## src/dmwc_pkg.sv

```systemverilog
package dmwc_pkg;

   localparam int ENTRIES     = 32;
   localparam int SLOT_W      = (ENTRIES > 1) ? $clog2(ENTRIES) : 1;
   localparam int MAX_RESULTS = 32;
   localparam int CNT_W       = $clog2(MAX_RESULTS + 1);
   localparam int CLUSTER_W   = 32;
   localparam int RSP_SLOT_W  = 5;
   localparam int REQ_TYPE_W  = 2;
   localparam int RSP_DATA_W  = 72;
   localparam int QUEUE_DEPTH = 2;
   localparam int QPTR_W      = 1;
   localparam int QCNT_W      = 2;

   typedef enum logic [REQ_TYPE_W-1:0] {
      REQ_READ  = 2'd0,
      REQ_WRITE = 2'd1,
      REQ_FLUSH = 2'd2
   } req_kind_type;

   typedef enum logic {
      ST_IDLE  = 1'b0,
      ST_FLUSH = 1'b1
   } back_state_type;

   // one classified request held in the queue
   typedef struct packed {
      logic                 flush;
      logic                 write;
      logic [CLUSTER_W-1:0] cluster;
   } queue_item_type;

   // handshake between queue head and back end
   typedef struct packed {
      logic           valid;
      queue_item_type item;
   } queue_head_type;

   typedef struct packed {
      logic [CLUSTER_W-1:0]  fill_cluster;
      logic                  fill_needed;
      logic [CLUSTER_W-1:0]  writeback_cluster;
      logic                  writeback_needed;
      logic [RSP_SLOT_W-1:0] slot;
      logic                  hit;
   } rsp_type;

endpackage

```

## src/direct_mapped_writeback_cache_ctrl.sv

```systemverilog
// channel   | direction | payload
// req_      | in        | tdata: cluster; tuser: req_type
// rsp_      | out       | tdata: hit, slot, writeback, fill fields; tlast: last
// a read or write answers one per cycle unless a flush or a stalled response holds it
// a flush resets its scan, then answers each dirty entry in order up to the last one
// the two-deep request queue keeps accepting while the back end walks a flush
// reset clears valid and dirty bits at once, no clearing pass
// a stalled response holds the back end; the queue still takes requests until full
module direct_mapped_writeback_cache_ctrl (
   input  logic                                clock,
   input  logic                                reset,
   input  logic                                req_tvalid,
   output logic                                req_tready,
   input  logic [dmwc_pkg::CLUSTER_W-1:0]      req_tdata,  // cluster
   input  logic [dmwc_pkg::REQ_TYPE_W-1:0]     req_tuser,  // req_type
   output logic                                rsp_tvalid,
   input  logic                                rsp_tready,
   // hit, slot, writeback_needed, writeback_cluster, fill_needed, fill_cluster
   output logic [dmwc_pkg::RSP_DATA_W-1:0]     rsp_tdata,
   output logic                                rsp_tlast
);

   dmwc_pkg::queue_head_type head;
   logic                     pop;
   dmwc_pkg::rsp_type        rsp;

   dmwc_front u_front (
      .clock      (clock),
      .reset      (reset),
      .req_tvalid (req_tvalid),
      .req_tready (req_tready),
      .req_tdata  (req_tdata),
      .req_tuser  (req_tuser),
      .head       (head),
      .pop        (pop)
   );

   dmwc_back u_back (
      .clock     (clock),
      .reset     (reset),
      .head      (head),
      .pop       (pop),
      .rsp_valid (rsp_tvalid),
      .rsp_ready (rsp_tready),
      .rsp       (rsp),
      .rsp_last  (rsp_tlast)
   );

   assign rsp_tdata = {rsp.fill_cluster, rsp.fill_needed, rsp.writeback_cluster,
                       rsp.writeback_needed, rsp.slot, rsp.hit};

   a_hit_no_fill: assert property (@(posedge clock) disable iff (reset)
      rsp_tvalid |-> !(rsp_tdata[0] && rsp_tdata[39]))
      else $error("hit and fill both set");

   a_wb_cluster_zero: assert property (@(posedge clock) disable iff (reset)
      rsp_tvalid && !rsp_tdata[6] |-> (rsp_tdata[38:7] == '0))
      else $error("writeback cluster without writeback");

   a_fill_is_last: assert property (@(posedge clock) disable iff (reset)
      rsp_tvalid && rsp_tdata[39] |-> rsp_tlast)
      else $error("fill response not marked last");

endmodule

```

## src/dmwc_front.sv

```systemverilog
module dmwc_front (
   input  logic                                 clock,
   input  logic                                 reset,
   input  logic                                 req_tvalid,
   output logic                                 req_tready,
   input  logic [dmwc_pkg::CLUSTER_W-1:0]       req_tdata,
   input  logic [dmwc_pkg::REQ_TYPE_W-1:0]      req_tuser,
   output dmwc_pkg::queue_head_type             head,
   input  logic                                 pop
);

   dmwc_pkg::queue_item_type item_ff [dmwc_pkg::QUEUE_DEPTH];
   logic [dmwc_pkg::QPTR_W-1:0] wr_ptr_ff, wr_ptr_in;
   logic [dmwc_pkg::QPTR_W-1:0] rd_ptr_ff, rd_ptr_in;
   logic [dmwc_pkg::QCNT_W-1:0] count_ff, count_in;
   logic                        accept;
   logic                        push;
   logic                        known;
   dmwc_pkg::queue_item_type    new_item;

   assign req_tready = (count_ff != dmwc_pkg::QCNT_W'(dmwc_pkg::QUEUE_DEPTH));
   assign accept     = req_tvalid && req_tready;

   // unused request code is dropped here
   assign known = req_tuser inside {dmwc_pkg::REQ_READ, dmwc_pkg::REQ_WRITE,
                                    dmwc_pkg::REQ_FLUSH};
   assign push  = accept && known;

   always_comb begin
      new_item.flush   = (req_tuser == dmwc_pkg::REQ_FLUSH);
      new_item.write   = (req_tuser == dmwc_pkg::REQ_WRITE);
      new_item.cluster = req_tdata;
   end

   assign head.valid = (count_ff != '0);
   assign head.item  = item_ff[rd_ptr_ff];

   always_comb begin
      wr_ptr_in = push ? wr_ptr_ff + 1'b1 : wr_ptr_ff;
      rd_ptr_in = pop ? rd_ptr_ff + 1'b1 : rd_ptr_ff;
      count_in  = count_ff;
      if (push && !pop) begin
         count_in = count_ff + 1'b1;
      end else if (pop && !push) begin
         count_in = count_ff - 1'b1;
      end
   end

   always_ff @(posedge clock) begin
      if (reset) begin
         wr_ptr_ff <= '0;
         rd_ptr_ff <= '0;
         count_ff  <= '0;
      end else begin
         wr_ptr_ff <= wr_ptr_in;
         rd_ptr_ff <= rd_ptr_in;
         count_ff  <= count_in;
      end
   end

   always_ff @(posedge clock) begin
      if (push) begin
         item_ff[wr_ptr_ff] <= new_item;
      end
   end

endmodule

```

## src/dmwc_back.sv

```systemverilog
module dmwc_back (
   input  logic                      clock,
   input  logic                      reset,
   input  dmwc_pkg::queue_head_type  head,
   output logic                      pop,
   output logic                      rsp_valid,
   input  logic                      rsp_ready,
   output dmwc_pkg::rsp_type         rsp,
   output logic                      rsp_last
);

   localparam int N  = dmwc_pkg::ENTRIES;
   localparam int SW = dmwc_pkg::SLOT_W;

   dmwc_pkg::back_state_type state_ff, state_in;

   logic [N-1:0]                    valid_ff, dirty_ff;
   logic [dmwc_pkg::CLUSTER_W-1:0]  tag_ff [N];
   logic [SW-1:0]                   idx_ff, idx_in;
   logic [dmwc_pkg::CNT_W-1:0]      cnt_ff, cnt_in;
   logic                            rsp_valid_ff, rsp_valid_in;
   dmwc_pkg::rsp_type               rsp_ff, rsp_in;
   logic                            last_ff, last_in;

   logic [N-1:0]                    vd, above;
   logic                            out_free;
   logic [SW-1:0]                   acc_slot, rd_idx;
   logic [dmwc_pkg::CLUSTER_W-1:0]  rd_tag;
   logic                            acc_hit;
   logic                            remaining;
   logic                            flush_last;
   logic                            load;
   logic                            do_access;
   logic                            clr_dirty;
   logic                            start_flush;
   logic                            advance;

   assign vd       = valid_ff & dirty_ff;
   assign out_free = !rsp_valid_ff || rsp_ready;
   assign acc_slot = head.item.cluster[SW-1:0];
   assign rd_idx   = (state_ff == dmwc_pkg::ST_FLUSH) ? idx_ff : acc_slot;
   assign rd_tag   = tag_ff[rd_idx];
   assign acc_hit  = valid_ff[acc_slot] && (rd_tag == head.item.cluster);

   always_comb begin
      for (int j = 0; j < N; j++) begin
         above[j] = (SW'(j) > idx_ff);
      end
   end

   assign remaining  = |(vd & above);
   assign flush_last = !remaining ||
                       (cnt_ff == dmwc_pkg::CNT_W'(dmwc_pkg::MAX_RESULTS - 1));

   // next state
   always_comb begin
      state_in = state_ff;
      case (state_ff)
         dmwc_pkg::ST_IDLE: begin
            if (head.valid && out_free && head.item.flush && (vd != '0)) begin
               state_in = dmwc_pkg::ST_FLUSH;
            end
         end
         dmwc_pkg::ST_FLUSH: begin
            if (out_free && vd[idx_ff] && flush_last) begin
               state_in = dmwc_pkg::ST_IDLE;
            end
         end
         default: state_in = dmwc_pkg::ST_IDLE;
      endcase
   end

   // outputs and controls
   always_comb begin
      pop         = 1'b0;
      load        = 1'b0;
      do_access   = 1'b0;
      clr_dirty   = 1'b0;
      start_flush = 1'b0;
      advance     = 1'b0;
      rsp_in      = '0;
      last_in     = 1'b1;
      case (state_ff)
         dmwc_pkg::ST_IDLE: begin
            if (head.valid && out_free) begin
               pop = 1'b1;
               if (head.item.flush) begin
                  if (vd == '0) begin
                     load = 1'b1;
                  end else begin
                     start_flush = 1'b1;
                  end
               end else begin
                  load                       = 1'b1;
                  do_access                  = 1'b1;
                  rsp_in.hit                 = acc_hit;
                  rsp_in.slot                = dmwc_pkg::RSP_SLOT_W'(acc_slot);
                  rsp_in.writeback_needed    = !acc_hit && valid_ff[acc_slot] &&
                                               dirty_ff[acc_slot];
                  rsp_in.writeback_cluster   = rsp_in.writeback_needed ? rd_tag : '0;
                  rsp_in.fill_needed         = !acc_hit;
                  rsp_in.fill_cluster        = acc_hit ? '0 : head.item.cluster;
               end
            end
         end
         dmwc_pkg::ST_FLUSH: begin
            if (vd[idx_ff]) begin
               if (out_free) begin
                  load                     = 1'b1;
                  clr_dirty                = 1'b1;
                  advance                  = 1'b1;
                  rsp_in.slot              = dmwc_pkg::RSP_SLOT_W'(idx_ff);
                  rsp_in.writeback_needed  = 1'b1;
                  rsp_in.writeback_cluster = rd_tag;
                  last_in                  = flush_last;
               end
            end else begin
               advance = 1'b1;
            end
         end
         default: ;
      endcase
   end

   always_comb begin
      idx_in = idx_ff;
      cnt_in = cnt_ff;
      if (start_flush) begin
         idx_in = '0;
         cnt_in = '0;
      end else if (advance) begin
         idx_in = idx_ff + 1'b1;
         cnt_in = clr_dirty ? cnt_ff + 1'b1 : cnt_ff;
      end
      rsp_valid_in = load ? 1'b1 : (rsp_ready ? 1'b0 : rsp_valid_ff);
   end

   always_ff @(posedge clock) begin
      if (reset) begin
         state_ff     <= dmwc_pkg::ST_IDLE;
         valid_ff     <= '0;
         dirty_ff     <= '0;
         idx_ff       <= '0;
         cnt_ff       <= '0;
         rsp_valid_ff <= 1'b0;
      end else begin
         state_ff     <= state_in;
         idx_ff       <= idx_in;
         cnt_ff       <= cnt_in;
         rsp_valid_ff <= rsp_valid_in;
         if (do_access) begin
            valid_ff[acc_slot] <= 1'b1;
            dirty_ff[acc_slot] <= head.item.write || (acc_hit && dirty_ff[acc_slot]);
         end
         if (clr_dirty) begin
            dirty_ff[idx_ff] <= 1'b0;
         end
      end
   end

   always_ff @(posedge clock) begin
      if (do_access && !acc_hit) begin
         tag_ff[acc_slot] <= head.item.cluster;
      end
      if (load) begin
         rsp_ff  <= rsp_in;
         last_ff <= last_in;
      end
   end

   assign rsp_valid = rsp_valid_ff;
   assign rsp       = rsp_ff;
   assign rsp_last  = last_ff;

endmodule

```

## config.mk

```make
export PLATFORM = sky130hd
export DESIGN_NAME = direct_mapped_writeback_cache_ctrl
export DESIGN_NICKNAME = d
export VERILOG_FILES = /design/src/dmwc_pkg.sv /design/src/direct_mapped_writeback_cache_ctrl.sv /design/src/dmwc_front.sv /design/src/dmwc_back.sv
export SDC_FILE = /design/constraint.sdc
export NUM_CORES = 1
export LEC_CHECK = 0
export BUFFER_PORTS_ARGS = -buffer_cell sky130_fd_sc_hd__buf_2
export CAP_MARGIN = 0
export CORE_AREA = 8 8 325 327
export DETAILED_ROUTE_END_ITERATION = 10
export DIE_AREA = 0 0 333 335
export GPL_ROUTABILITY_DRIVEN = 0
export PLACE_DENSITY = 0.72
export SYNTH_ARGS = -nofsm -noshare
export SYNTH_HDL_FRONTEND = slang
export SYNTH_SLANG_ARGS = --single-unit
export TNS_END_PERCENT = 20
```

## constraint.sdc

```tcl
create_clock -name clock -period 14.9 [get_ports clock]
set_input_delay 3.725 -clock clock [delete_from_list [all_inputs] [get_ports clock]]
set_output_delay 3.725 -clock clock [all_outputs]
set_load 0.05 [all_outputs]
```

==> run metrics <==
run status complete, no violations; number of synthesis warnings 0; initial antenna violation count 9; post-route setup TNS 0 ps; Vias 30400; initial core utilization 49.4%; Storage cell area 36600 sq um; CP cell instances buf_4 -> mux2i_4 -> buf_4 -> mux2i_4 -> buf_4 -> buf_12 -> mux4_2 -> a22o_1 -> a221oi_1 -> and3_1 -> xnor2_1 -> nor3_1 -> and3_1 -> and4_4 -> buf_4 -> nor3_2 -> buf_4; fin crit share 58.5%; post-route ant nets 0; # fillers 7599; hold endpoint u_back.valid_ff[9]; crit path launch type flop; crit path DAT 9130 ps; Mapped Area 49800 sq um; slew margin rel. 9.40%; Final nets 3378; Clk Latency, worst-skew pair 720 ps; Fin. Hold Viols 0; post-CTS setup buffers 0; most used cell, CP buf_4; Unique masters post-synth 65; Hold Path Class flop to flop; largest area contributor in the netlist edfxtp_1; HP Start u_back.valid_ff[9]; detailed router's first-iteration violation count 4874; Synth top area share 70.2%; DRT Pass-1 Iters 6; Syn Inst Count 3186; most frequent cell after synthesis edfxtp_1; PnR worst setup slack 6180 ps; CTS Sinks 1247; area growth from synthesis to layout 13.1%; worst reg2reg setup slack 6180 ps; r2r endpoint u_back.tag_ff[2][6]; Worst-path clk slew 70 ps; area of the multi-input gates 12500 sq um; fin. max-slew vios 0; VDD IR max 167 uV; total CTS buffers 119; worst hold path depth 2; prevailing post-synth register cell edfxtp_1; die area 112000 sq um; Avg Cell Area, Syn 15.6 sq um; Post-synth EDFFs 1165; vias in the first global route 29400; register area share after synthesis 73.5%; worst-case reg-to-reg path depth 17; Yosys reg bits 1247; Die X 333 microns; Chip Height 335 microns; Critical Path Sink Type flop; Pwr Density 177 nW/um^2; top cells by count, synth edfxtp_1, nand2_1, nor2_1, mux4_2, a21oi_1; fraction of layout cells with a size suffix above 1 18.7%; max-cap violations 0; Layout Skew 37.3 ps; Setup WS pre-CTS 6670 ps; worst slew pin tran 1360 ps; final setup vio count 0; RSZ-0062 raised after global routing no; HPWL Detailed 83600 microns; Port-buffer cells 112; CTS resizes 0; clk buf depth 3; Detailed Route WL 139000 microns; # hold bufs at CTS 0; Via density 6.40; Setup CP Type flop to flop; Fmax achieved 115 MHz; grt ovf 0; Post-route DRC 0; asr flop ratio synth 0%; H-tree levels 3; IO Count 113; synth top area cells edfxtp_1, mux4_2, nand2_1; WL per Instance 29.3 microns; total track usage 24.4%; Leak 18.3 nW; first-pass GRT wire length 202000 microns; largest net degree at the start of global routing 158; Rows 117; Core Region 101000 sq um; worst-path fanout max 101; TritonCTS clock tree built; clk root buf clkbuf_16; total chip power 9.98 mW; CP Data Required Time 15310 ps; crit path time final 8720 ps; CP max-delay cell nor3_1; Post-DP Area 52300 sq um; syn_nets 3231; design area 56300 sq um; CP peak stage delay 900 ps
-- per-stage QoR --
step / cells / utilization, % / hold slack, ps
floorplan: 3186 / - / 439
detailed placement: 4521 / 51.9 / 459
CTS: 4745 / 55.9 / 470
global route: 4745 / 55.9 / 496
finish: 4748 / 55.9 / 473
global placement: 4521 / 51.9 / 456
-- layer usage --
layer  global-route usage (%)  up-vias  wire length [microns]
li1                         -    12700                      -
met1                     33.1    15400                  52400
met2                     37.3     2050                  63400
met3                     7.21      309                  18000
met4                     9.07        2                   5330
met5                        0        -                     11
-- cell families after synthesis --
family / after synthesis / share of synthesized area, %
and+or+nand+nor: 994 / 8.90
xor gates and xnor gates: 41 / 0.721
DFF: 1247 / 73.5
adders and majority gates: 7 / 0.176
buffers and inverters: 239 / 2.16
muxes: 240 / 9.05
AOI/OAI and AO/OA: 418 / 5.45
-- cell type report --
type,count,share of cell area (%)
flip-flops and latches,1247,65.0
multi-input cells,1700,22.2
clock buffers,140,5.45
well taps,1309,2.91
repair buffers,210,2.37
clock inverters,84,1.70
inverters,55,0.367
diodes,3,0.0133
-- placed cells by master (no fill, tap or decap), drive strengths merged, types with 11 or more instances in the layout --
cell type	Yosys	final
buf	77	210
a31oi	90	90
edfxtp	1165	1165
a221oi	15	15
and2	11	11
inv	55	59
nand2	496	496
mux4	166	166
mux2i	68	68
a21oi	118	118
clkinv	0	52
o22ai	13	13
nand3	100	100
and3	30	30
nor3	77	77
a22oi	40	40
and4	11	11
nand4	52	52
a211oi	22	22
a22o	12	12
clkbuf	107	140
xnor2	34	34
o21ai	45	45
a32oi	24	24
nor2	172	172
dfxtp	82	82
bufinv	0	19
-- flip-flops by register name, summed over array words and instances, names as in the netlist, named ones only --
signal,cells
u_front.rd_ptr_ff,1
u_front.count_ff,2
u_back.rsp_valid,1
u_back.tag_ff,1024
u_front.item_ff,68
u_back.rsp_last,1
u_back.valid_ff,32
u_back.idx_ff,5
u_back.state_ff,1
u_back.rsp,72
u_front.wr_ptr_ff,1
u_back.cnt_ff,6
u_back.dirty_ff,32
-- where the power goes --
part           switching, mW  internal [mW]  total [mW]
clock network           1.32           1.80        3.12
registers             0.0578           4.28        4.34
logic                   1.86          0.661        2.52
total                   3.23           6.74        9.98
-- worst max-delay path: cells and delay by family, from the launching register on --
kind	cells	cell delay (ps)
compound gates	2	1080
xor+xnor	1	110
buf+inv	6	2910
flops	1	340
mux	3	700
simple gates	5	2960
-- how the worst max path moves through the flow --
stage	start	end	slack, ps
after floorplan	rsp_tready	u_back.tag_ff[21][0]	7380
after global placement	flop	u_back.tag_ff[1][15]	6820
after detailed placement	flop	u_back.tag_ff[2][5]	6670
after CTS	flop	u_back.tag_ff[2][6]	6610
after global routing	flop	u_back.tag_ff[1][9]	6120
final	flop	u_back.tag_ff[2][6]	6180
Note: power is estimated with default switching activity, not from simulation.
